[src/rtl/assert_macros.svh]
// Assertion macros used by the top-level RTL file to check its own logic.
`ifndef ASSERT_MACROS_SVH
`define ASSERT_MACROS_SVH

// Same-cycle implication, held off while reset is high
`define ASSERT_IMPLY(lbl, clk, rst, ante, cons, msg) \
  lbl: assert property (@(posedge clk) disable iff (rst) (ante) |-> (cons)) else $error(msg);

// Next-cycle implication, held off while reset is high
`define ASSERT_NEXT(lbl, clk, rst, ante, cons, msg) \
  lbl: assert property (@(posedge clk) disable iff (rst) (ante) |=> (cons)) else $error(msg);

`endif

[src/rtl/tsc_pkg.sv]
// Types, constants and helper functions of the tilt smoother.
package tsc_pkg;

  localparam int AXIS_W   = 12;
  localparam int TENTHS_W = 6;
  localparam int SUM_W    = 12;  // holds +/-20 * 64
  localparam int LIM_W    = 13;
  localparam int TIME_W   = 32;
  localparam int DEB_W    = 16;
  localparam int THR_W    = 5;
  localparam int LEVEL_W  = 8;
  localparam int MAG_CAP  = 11;  // any average at or above this saturates
  localparam int MAG_W    = 4;

  // Register indexes on the config port
  localparam logic REG_DEBOUNCE  = 1'b0;
  localparam logic REG_THRESHOLD = 1'b1;

  localparam logic [DEB_W-1:0] DEBOUNCE_RST  = 16'd20;
  localparam logic [THR_W-1:0] THRESHOLD_RST = 5'd13;

  // Average magnitude (capped) to color level, m*255/10 saturated
  localparam logic [LEVEL_W-1:0] LEVEL_LUT [0:MAG_CAP] = '{
    8'd0, 8'd25, 8'd51, 8'd76, 8'd102, 8'd127,
    8'd153, 8'd178, 8'd204, 8'd229, 8'd255, 8'd255
  };

  typedef struct packed {
    logic [DEB_W-1:0] debounce_ms;
    logic [THR_W-1:0] alarm_threshold;
  } cfg_t;

  // Running sums after one item, plus its timestamp
  typedef struct packed {
    logic signed [SUM_W-1:0] sx;
    logic signed [SUM_W-1:0] sy;
    logic signed [SUM_W-1:0] sz;
    logic [TIME_W-1:0]       now;
  } sums_t;

  // count*10/1024, truncated toward zero
  function automatic logic signed [TENTHS_W-1:0] to_tenths(logic signed [AXIS_W-1:0] a);
    logic signed [15:0] p;
    logic signed [15:0] q;
    p = 16'(a) * 16'sd10;
    q = p + (p[15] ? 16'sd1023 : 16'sd0);
    return TENTHS_W'(q >>> 10);
  endfunction

endpackage

[src/rtl/tilt_smoother_color_and_debounced_toggle.sv]
// An accepted item passes the read stage, the running sums and the output register.
// Throughput: one item per cycle unless stalled; one ring read and write each.
// Ring, sums and debounce state clear at synchronous reset; ring entries not
// yet written since reset read as zero through a fill flag, so no clearing pass.
// Config registers reset to debounce_ms = 20 and alarm_threshold = 13.
module tilt_smoother_color_and_debounced_toggle #(
  parameter int WINDOW = 50
) (
  input  logic                               clk,
  input  logic                               rst,
  // config port
  input  logic                               psel,
  input  logic                               penable,
  input  logic                               pwrite,
  input  logic [2:0]                         paddr,
  input  logic [31:0]                        pwdata,
  output logic [31:0]                        prdata,
  output logic                               pready,
  // input channel
  input  logic                               in_valid,
  output logic                               in_stall,
  input  logic signed [tsc_pkg::AXIS_W-1:0]  axis_x,
  input  logic signed [tsc_pkg::AXIS_W-1:0]  axis_y,
  input  logic signed [tsc_pkg::AXIS_W-1:0]  axis_z,
  input  logic [tsc_pkg::TIME_W-1:0]         now_ms,
  // output channel
  output logic                               out_valid,
  input  logic                               out_stall,
  output logic [tsc_pkg::LEVEL_W-1:0]        red_level,
  output logic [tsc_pkg::LEVEL_W-1:0]        green_level,
  output logic [tsc_pkg::LEVEL_W-1:0]        blue_level,
  output logic                               alarm_raw,
  output logic                               led_enabled
);

  `include "assert_macros.svh"

  tsc_pkg::cfg_t   cfg;
  tsc_pkg::sums_t  sums;
  logic            sums_valid;
  logic            sums_take;
  logic            in_ready;
  logic            reg_sel;
  logic            cfg_write;

  // Config registers
  assign pready    = 1'b1;
  assign reg_sel   = paddr[2];
  assign cfg_write = psel && penable && pwrite && pready;

  always_ff @(posedge clk) begin
    if (rst) begin
      cfg.debounce_ms     <= tsc_pkg::DEBOUNCE_RST;
      cfg.alarm_threshold <= tsc_pkg::THRESHOLD_RST;
    end else if (cfg_write) begin
      case (reg_sel)
        tsc_pkg::REG_DEBOUNCE:  cfg.debounce_ms     <= pwdata[tsc_pkg::DEB_W-1:0];
        tsc_pkg::REG_THRESHOLD: cfg.alarm_threshold <= pwdata[tsc_pkg::THR_W-1:0];
        default: ;
      endcase
    end
  end

  always_comb begin
    case (reg_sel)
      tsc_pkg::REG_DEBOUNCE:  prdata = 32'(cfg.debounce_ms);
      tsc_pkg::REG_THRESHOLD: prdata = 32'(cfg.alarm_threshold);
      default:                prdata = '0;
    endcase
  end

  assign in_stall = !in_ready;

  // Ring and running sums
  tsc_window #(
    .WINDOW (WINDOW)
  ) u_window (
    .clk        (clk),
    .rst        (rst),
    .in_valid   (in_valid),
    .in_ready   (in_ready),
    .axis_x     (axis_x),
    .axis_y     (axis_y),
    .axis_z     (axis_z),
    .now_ms     (now_ms),
    .sums_valid (sums_valid),
    .sums_take  (sums_take),
    .sums       (sums)
  );

  // Alarm, debounce and colors
  tsc_alarm #(
    .WINDOW (WINDOW)
  ) u_alarm (
    .clk         (clk),
    .rst         (rst),
    .cfg         (cfg),
    .sums_valid  (sums_valid),
    .sums_take   (sums_take),
    .sums        (sums),
    .out_valid   (out_valid),
    .out_stall   (out_stall),
    .red_level   (red_level),
    .green_level (green_level),
    .blue_level  (blue_level),
    .alarm_raw   (alarm_raw),
    .led_enabled (led_enabled)
  );

  // An empty output register means the whole pipe can move
  `ASSERT_IMPLY(a_no_stall_when_empty, clk, rst, !out_valid, !in_stall, "input stalled with empty output")
  // Threshold zero raises the alarm on every item
  `ASSERT_IMPLY(a_zero_threshold_alarm, clk, rst, out_valid && (cfg.alarm_threshold == '0), alarm_raw, "zero threshold without alarm")
  // The LED flag only toggles on an item whose alarm is high
  `ASSERT_IMPLY(a_toggle_on_alarm, clk, rst, led_enabled != $past(led_enabled), alarm_raw, "LED toggled without alarm")

endmodule

[src/rtl/tsc_ram.sv]
// Generic single-write, single-read RAM with registered read data.
module tsc_ram #(
  parameter int WIDTH = 8,
  parameter int DEPTH = 16
) (
  input  logic                     clk,
  input  logic                     we,
  input  logic [$clog2(DEPTH)-1:0] waddr,
  input  logic [WIDTH-1:0]         wdata,
  input  logic                     re,
  input  logic [$clog2(DEPTH)-1:0] raddr,
  output logic [WIDTH-1:0]         rdata
);

  logic [WIDTH-1:0] mem [DEPTH];

  always_ff @(posedge clk) begin
    if (we) begin
      mem[waddr] <= wdata;
    end
    if (re) begin
      rdata <= mem[raddr];
    end
  end

endmodule

[src/rtl/tsc_window.sv]
// Ring buffer front end: scales samples, reads the oldest entry and keeps running sums.
module tsc_window #(
  parameter int WINDOW = 50
) (
  input  logic                                clk,
  input  logic                                rst,
  input  logic                                in_valid,
  output logic                                in_ready,
  input  logic signed [tsc_pkg::AXIS_W-1:0]   axis_x,
  input  logic signed [tsc_pkg::AXIS_W-1:0]   axis_y,
  input  logic signed [tsc_pkg::AXIS_W-1:0]   axis_z,
  input  logic [tsc_pkg::TIME_W-1:0]          now_ms,
  output logic                                sums_valid,
  input  logic                                sums_take,
  output tsc_pkg::sums_t                      sums
);

  localparam int POS_W = $clog2(WINDOW);
  localparam int TW    = tsc_pkg::TENTHS_W;
  localparam int SW    = tsc_pkg::SUM_W;

  logic [POS_W-1:0]            pos;
  logic                        wrapped;     // ring has been filled once
  logic                        accept;
  logic                        s1_adv;
  logic                        s2_ready;

  logic                        s1_valid;
  logic [POS_W-1:0]            s1_pos;
  logic                        s1_fresh;    // entry never written: old value is zero
  logic signed [TW-1:0]        s1_tx, s1_ty, s1_tz;
  logic [tsc_pkg::TIME_W-1:0]  s1_now;

  logic [3*TW-1:0]             old_word;
  logic signed [TW-1:0]        old_x, old_y, old_z;

  // Handshake through the two stages
  assign s2_ready = !sums_valid || sums_take;
  assign in_ready = !s1_valid || s2_ready;
  assign accept   = in_valid && in_ready;
  assign s1_adv   = s1_valid && s2_ready;

  // Ring storage, all three axes side by side
  tsc_ram #(
    .WIDTH (3*TW),
    .DEPTH (WINDOW)
  ) u_ring (
    .clk   (clk),
    .we    (s1_adv),
    .waddr (s1_pos),
    .wdata ({s1_tz, s1_ty, s1_tx}),
    .re    (accept),
    .raddr (pos),
    .rdata (old_word)
  );

  // Entry being dropped from the window
  assign old_x = s1_fresh ? '0 : old_word[TW-1:0];
  assign old_y = s1_fresh ? '0 : old_word[2*TW-1:TW];
  assign old_z = s1_fresh ? '0 : old_word[3*TW-1:2*TW];

  // Write pointer and read stage
  always_ff @(posedge clk) begin
    if (rst) begin
      pos      <= '0;
      wrapped  <= 1'b0;
      s1_valid <= 1'b0;
    end else begin
      if (accept) begin
        if (pos == POS_W'(WINDOW - 1)) begin
          pos     <= '0;
          wrapped <= 1'b1;
        end else begin
          pos <= pos + 1'b1;
        end
      end
      if (accept) begin
        s1_valid <= 1'b1;
      end else if (s1_adv) begin
        s1_valid <= 1'b0;
      end
    end
    if (accept) begin
      s1_pos   <= pos;
      s1_fresh <= !wrapped;
      s1_tx    <= tsc_pkg::to_tenths(axis_x);
      s1_ty    <= tsc_pkg::to_tenths(axis_y);
      s1_tz    <= tsc_pkg::to_tenths(axis_z);
      s1_now   <= now_ms;
    end
  end

  // Running sums; they double as the stage-two payload
  always_ff @(posedge clk) begin
    if (rst) begin
      sums_valid <= 1'b0;
      sums.sx    <= '0;
      sums.sy    <= '0;
      sums.sz    <= '0;
    end else begin
      if (s1_adv) begin
        sums_valid <= 1'b1;
        sums.sx    <= sums.sx + SW'(s1_tx) - SW'(old_x);
        sums.sy    <= sums.sy + SW'(s1_ty) - SW'(old_y);
        sums.sz    <= sums.sz + SW'(s1_tz) - SW'(old_z);
      end else if (sums_take) begin
        sums_valid <= 1'b0;
      end
    end
    if (s1_adv) begin
      sums.now <= s1_now;
    end
  end

endmodule

[src/rtl/tsc_alarm.sv]
// Output stage: color levels, threshold alarm, debounce and LED toggle.
module tsc_alarm #(
  parameter int WINDOW = 50
) (
  input  logic                               clk,
  input  logic                               rst,
  input  tsc_pkg::cfg_t                      cfg,
  input  logic                               sums_valid,
  output logic                               sums_take,
  input  tsc_pkg::sums_t                     sums,
  output logic                               out_valid,
  input  logic                               out_stall,
  output logic [tsc_pkg::LEVEL_W-1:0]        red_level,
  output logic [tsc_pkg::LEVEL_W-1:0]        green_level,
  output logic [tsc_pkg::LEVEL_W-1:0]        blue_level,
  output logic                               alarm_raw,
  output logic                               led_enabled
);

  localparam int SW = tsc_pkg::SUM_W;
  localparam int LW = tsc_pkg::LIM_W;
  localparam int TW = tsc_pkg::TIME_W;

  logic                    prev_alarm;
  logic                    accepted_alarm;
  logic                    led_flag;
  logic [TW-1:0]           last_change;

  logic signed [LW-1:0]    lim;
  logic                    alarm;
  logic [TW-1:0]           change_next;
  logic [TW-1:0]           elapsed;
  logic                    settled;

  // Capped whole-number average magnitude of sum/WINDOW
  function automatic logic [tsc_pkg::MAG_W-1:0] avg_mag(logic signed [SW-1:0] s);
    logic [SW-1:0]               a;
    logic [tsc_pkg::MAG_W-1:0]   m;
    a = s[SW-1] ? SW'(-s) : SW'(s);
    m = '0;
    for (int k = 1; k <= tsc_pkg::MAG_CAP; k++) begin
      if (a >= SW'(k * WINDOW)) begin
        m = tsc_pkg::MAG_W'(k);
      end
    end
    return m;
  endfunction

  function automatic logic over_limit(logic signed [SW-1:0] s, logic signed [LW-1:0] l);
    return (LW'(s) >= l) || (LW'(s) <= -l);
  endfunction

  assign sums_take = sums_valid && (!out_valid || !out_stall);

  // Alarm against threshold * WINDOW
  assign lim   = $signed({2'b00, 11'(cfg.alarm_threshold * WINDOW)});
  assign alarm = over_limit(sums.sx, lim) || over_limit(sums.sy, lim) ||
                 over_limit(sums.sz, lim);

  // Debounce: a change restarts the timer, so the test fails in that item
  assign change_next = (alarm != prev_alarm) ? sums.now : last_change;
  assign elapsed     = sums.now - change_next;
  assign settled     = elapsed > TW'(cfg.debounce_ms);

  assign led_enabled = led_flag;

  always_ff @(posedge clk) begin
    if (rst) begin
      out_valid      <= 1'b0;
      prev_alarm     <= 1'b0;
      accepted_alarm <= 1'b0;
      led_flag       <= 1'b0;
      last_change    <= '0;
    end else begin
      if (sums_take) begin
        out_valid   <= 1'b1;
        prev_alarm  <= alarm;
        last_change <= change_next;
        if (settled && (alarm != accepted_alarm)) begin
          accepted_alarm <= alarm;
          if (alarm) begin
            led_flag <= !led_flag;
          end
        end
      end else if (!out_stall) begin
        out_valid <= 1'b0;
      end
    end
    // Colors show only if the LED was on before this item
    if (sums_take) begin
      alarm_raw   <= alarm;
      red_level   <= led_flag ? tsc_pkg::LEVEL_LUT[avg_mag(sums.sx)] : '0;
      green_level <= led_flag ? tsc_pkg::LEVEL_LUT[avg_mag(sums.sy)] : '0;
      blue_level  <= led_flag ? tsc_pkg::LEVEL_LUT[avg_mag(sums.sz)] : '0;
    end
  end

endmodule

[config.mk]
export PLATFORM = sky130hd
export DESIGN_NAME = tilt_smoother_color_and_debounced_toggle
export DESIGN_NICKNAME = d
export VERILOG_FILES = /design/src/rtl/tsc_pkg.sv /design/src/rtl/tilt_smoother_color_and_debounced_toggle.sv /design/src/rtl/tsc_ram.sv /design/src/rtl/tsc_window.sv /design/src/rtl/tsc_alarm.sv
export VERILOG_INCLUDE_DIRS = /design/src /design/src/rtl
export SDC_FILE = /design/constraint.sdc
export NUM_CORES = 2
export LEC_CHECK = 0
export ABC_AREA = 1
export BUFFER_PORTS_ARGS = -buffer_cell sky130_fd_sc_hd__clkbuf_2
export CAP_MARGIN = 20
export CORE_MARGIN = 2
export CORE_UTILIZATION = 30
export DETAILED_ROUTE_END_ITERATION = 10
export GPL_TIMING_DRIVEN = 0
export PLACE_DENSITY = 0.55
export SYNTH_ARGS = -nofsm -noshare
export SYNTH_HDL_FRONTEND = slang
export SYNTH_HIERARCHICAL = 1
export SYNTH_SLANG_ARGS = --single-unit
[constraint.sdc]
create_clock -name clk -period 10.8 [get_ports clk]
set_clock_uncertainty 0.05 [all_clocks]
set_input_delay 1.62 -clock clk [delete_from_list [all_inputs] [get_ports clk]]
set_output_delay 1.62 -clock clk [all_outputs]
set_load 0.005 [all_outputs]
==> results.py <==
metrics = {
    "outcome": {
        "outcome": "complete, no violations",
    },
    "timing": {
        "fin_ws_ns": 0.960,
        "rsz0062_at_grt": "no",
        "worst_slew_pin_slew_ns": 1.03,
        "slew-limit-headroom": 0.314,
        "finalCritPeriodShare": 0.911,
        "setup_violations": 0,
        "fin_tns_setup_ns": 0,
        "finalMaxSlewViolations": 0,
        "max_freq_ghz": 0.102,
        "timing_hold_violations_final": 0,
        "min_period_ns": 9.84,
    },
    "synth": {
        "synth-seq-area-share": 0.571,
        "synth_edf_count": 1029,
        "ys_seq_elements": 1131,
        "yosys_warnings": 6,
        "synthCells": 5914,
        "synthFlopType": "edfxtp_1",
        "synth.area.top_cells": "edfxtp_1, nand2_1, nand3_1, ha_1, inv_1",
        "syn_avg_cell_area_um2": 9.75,
        "netlist.area_leader.share": 0.536,
        "synth_top_area_cell": "edfxtp_1",
        "netlist_area_mm2": 0.0577,
        "yosysUniqueCellTypes": 62,
        "synthArstFlopShare": 0,
    },
    "setup_path": {
        "r2r_cells": 54,
        "path_depth": 54,
        "r2r_end": "u_alarm/led_enabled",
        "startpoint": "cfg[0]",
        "crit_path_frequent_cell": "nand2_1",
        "critical_path.max_stage_delay_ns": 0.63,
        "cpLargestDelayFamily": "simple AND/OR/NAND/NOR gates",
        "r2r_setup_slack_ns": 0.96,
        "rr_startpoint": "cfg[0]",
        "cp-endpoint": "u_alarm/led_enabled",
        "path_class": "reg2reg",
        "worst-path-buf-inv": 9,
        "startpoint_type": "flip-flop",
        "critPathArrivalTime_ns": 10.41,
        "end_kind": "flip-flop",
        "crit_fanout": 10,
        "slowest_stage": "dfxtp_1",
        "cp_data_required_time_ns": 11.37,
    },
    "finish": {
        "num-nets-final": 6685,
        "mostFrequentLayoutCells": "nand2_1, edfxtp_1, nand3_1",
        "drive_gt1_frac": 0.114,
        "layout-area-overhead-vs-synth_pct": 17.7,
        "final_common_cell": "nand2_1",
    },
    "floorplan": {
        "floorplan.rows": 160,
        "fp.dieH_um": 442,
        "start_util": 0.303,
        "die_area_mm2": 0.196,
        "fp.dieW_um": 442,
        "core_area_mm2": 0.191,
        "io_pins": 171,
    },
    "placed_design": {
        "place_ws_ns": 0.959,
        "io_buffer_count": 135,
        "gp_congestion": 0.903,
        "hpwl_um": 131000,
    },
    "global_routing": {
        "antenna_found_initial": 3,
        "grt_overflow_total": 0,
        "grt_pass1_wl_um": 257000,
        "first_global_vias": 40700,
        "grt_max_degree": 47,
        "grtUsageTotal": 0.172,
    },
    "routing": {
        "drt-wirelength-per-cell_um": 19.4,
        "dr.first_iter.drc_count": 4303,
        "firstDrtPassIters": 6,
        "ant_nets": 0,
        "vias": 43100,
        "routed_wl_um": 173000,
        "drc": 0,
        "routed_via_density": 4.85,
    },
    "clock_tree": {
        "cts.sinks": 1131,
        "cts_root_buf": "clkbuf_16",
        "clockBufferDepth": 3,
        "ctsHoldBuffers": 0,
        "cts_setup_buffers": 0,
        "insertion_delay_ns": 0.78,
        "cts.htree.levels": 3,
        "cts_tree": "done",
        "cts_buffers": 120,
        "ctsResizeCount": 0,
        "clk_pin_slew_ns": 0.06,
    },
    "power": {
        "p_per_area_mw_per_mm2": 187,
        "p_seq_frac": 0.413,
        "p_leak_nw": 27.7,
        "clockPowerShare": 0.325,
        "p_sw_w": 0.00409,
        "p_comb_frac": 0.262,
        "p_int_w": 0.00859,
        "switching_share": 0.323,
        "ir_worst_vdd_uv": 142,
    },
    "run": {
        "cap_violations": 0,
    },
    "min_path": {
        "hold_path.class": "reg2reg",
    },
}
## power by group through the flow
stage	clock [W]	combinational, W	sequential (W)
after floorplan	0	0.00201	0.00535
after global placement	0	0.00271	0.00564
after detailed placement	0	0.00329	0.00533
after CTS	0.00420	0.00330	0.00524
after global routing	0.00436	0.00370	0.00525
final	0.00412	0.00332	0.00524
## flip-flops by register name, indices dropped and copies added, names as in the netlist, 6 cells and up
name                   cells
u_window/s1_ty             6
u_window/s1_now           32
u_window/pos               6
u_alarm/last_change       32
cfg                       21
u_window/s1_pos            6
u_alarm/blue_level         7
u_window/s1_tx             6
u_alarm/green_level        7
u_alarm/red_level          7
u_window/u_ring/mem      900
u_window/s1_tz             6
u_window/sums             68
u_window/u_ring/rdata     18
## kinds of logic (layout without fill, tap and decap cells)
| kind of cell | Yosys count | count (layout) | share of synthesized area |
|---|---|---|---|
| compound gates | 587 | 587 | 0.0580 |
| simple gates | 2919 | 2919 | 0.217 |
| other cells | 2 | 19 | 0.000130 |
| mux | 22 | 22 | 0.00382 |
| buf+inv | 855 | 1315 | 0.0657 |
| fa+ha+maj | 288 | 288 | 0.0674 |
| flops | 1131 | 1131 | 0.571 |
| xor+xnor | 110 | 110 | 0.0167 |
## layout make-up
class | count | area [um2]
Clock buffer | 153 | 3200
Buffer | 252 | 1520
Tap cell | 2511 | 3140
Fill cell | 19100 | 123000
Timing Repair Buffer | 236 | 2940
Antenna cell | 2 | 5.00
Sequential cell | 1131 | 32900
Clock inverter | 71 | 737
Inverter | 603 | 2270
Multi-Input combinational cell | 3943 | 21100
## how the worst min path moves through the flow
stage	cells after the start	from	end
after global placement	0	u_window/s1_now[0]	u_window/sums[0]
after global routing	0	u_window/s1_now[4]	u_window/sums[4]
after CTS	0	u_window/s1_now[1]	u_window/sums[1]
final	0	u_window/s1_now[1]	u_window/sums[1]
after detailed placement	0	u_window/s1_now[6]	u_window/sums[6]
after floorplan	0	u_window/s1_now[0]	u_window/sums[0]
## layer usage
layer	GRT usage	up-vias	part of all wire
li1	-	20800	-
met1	0.239	20600	0.44
met2	0.283	1443	0.47
met3	0.0207	226	0.065
met4	0.0463	0	0.026
met5	0	-	0
## cell usage after synthesis (8+ instances only)
master    number
clkbuf_1      63
xnor2_1       25
mux2i_1       22
inv_1        584
a211oi_1       9
o31ai_1       13
edfxtp_1    1029
fa_1          38
nor2_2         9
nand3b_1      14
buf_2         93
a21oi_1      208
nand3_2       12
o21ai_0      221
a31oi_1       18
o211ai_1      48
dfxtp_1      102
buf_1         20
nand3_1      772
ha_1         250
nor2_1       488
or2_2          8
inv_2         14
nand2_1     1468
xor2_1        85
nand4_1       45
nor3_1        49
o21bai_1      15
buf_4         35
nand2_2       24
buf_6         37
## through the flow
stage | total power [W] | hold slack, ns | instances | area [um2] | utilization
2_1_floorplan | 0.00736 | 0.350 | 5929 | 57700 | -
3_3_place_gp | 0.00835 | 0.353 | 8575 | 61500 | 0.323
3_5_place_dp | 0.00862 | 0.355 | 8675 | 63900 | 0.335
4_1_cts | 0.0127 | 0.360 | 8899 | 67800 | 0.356
5_1_grt | 0.0133 | 0.376 | 8900 | 67900 | 0.356
6_report | 0.0127 | 0.363 | 8902 | 67900 | 0.356
Power figures use the tool's default switching activity.
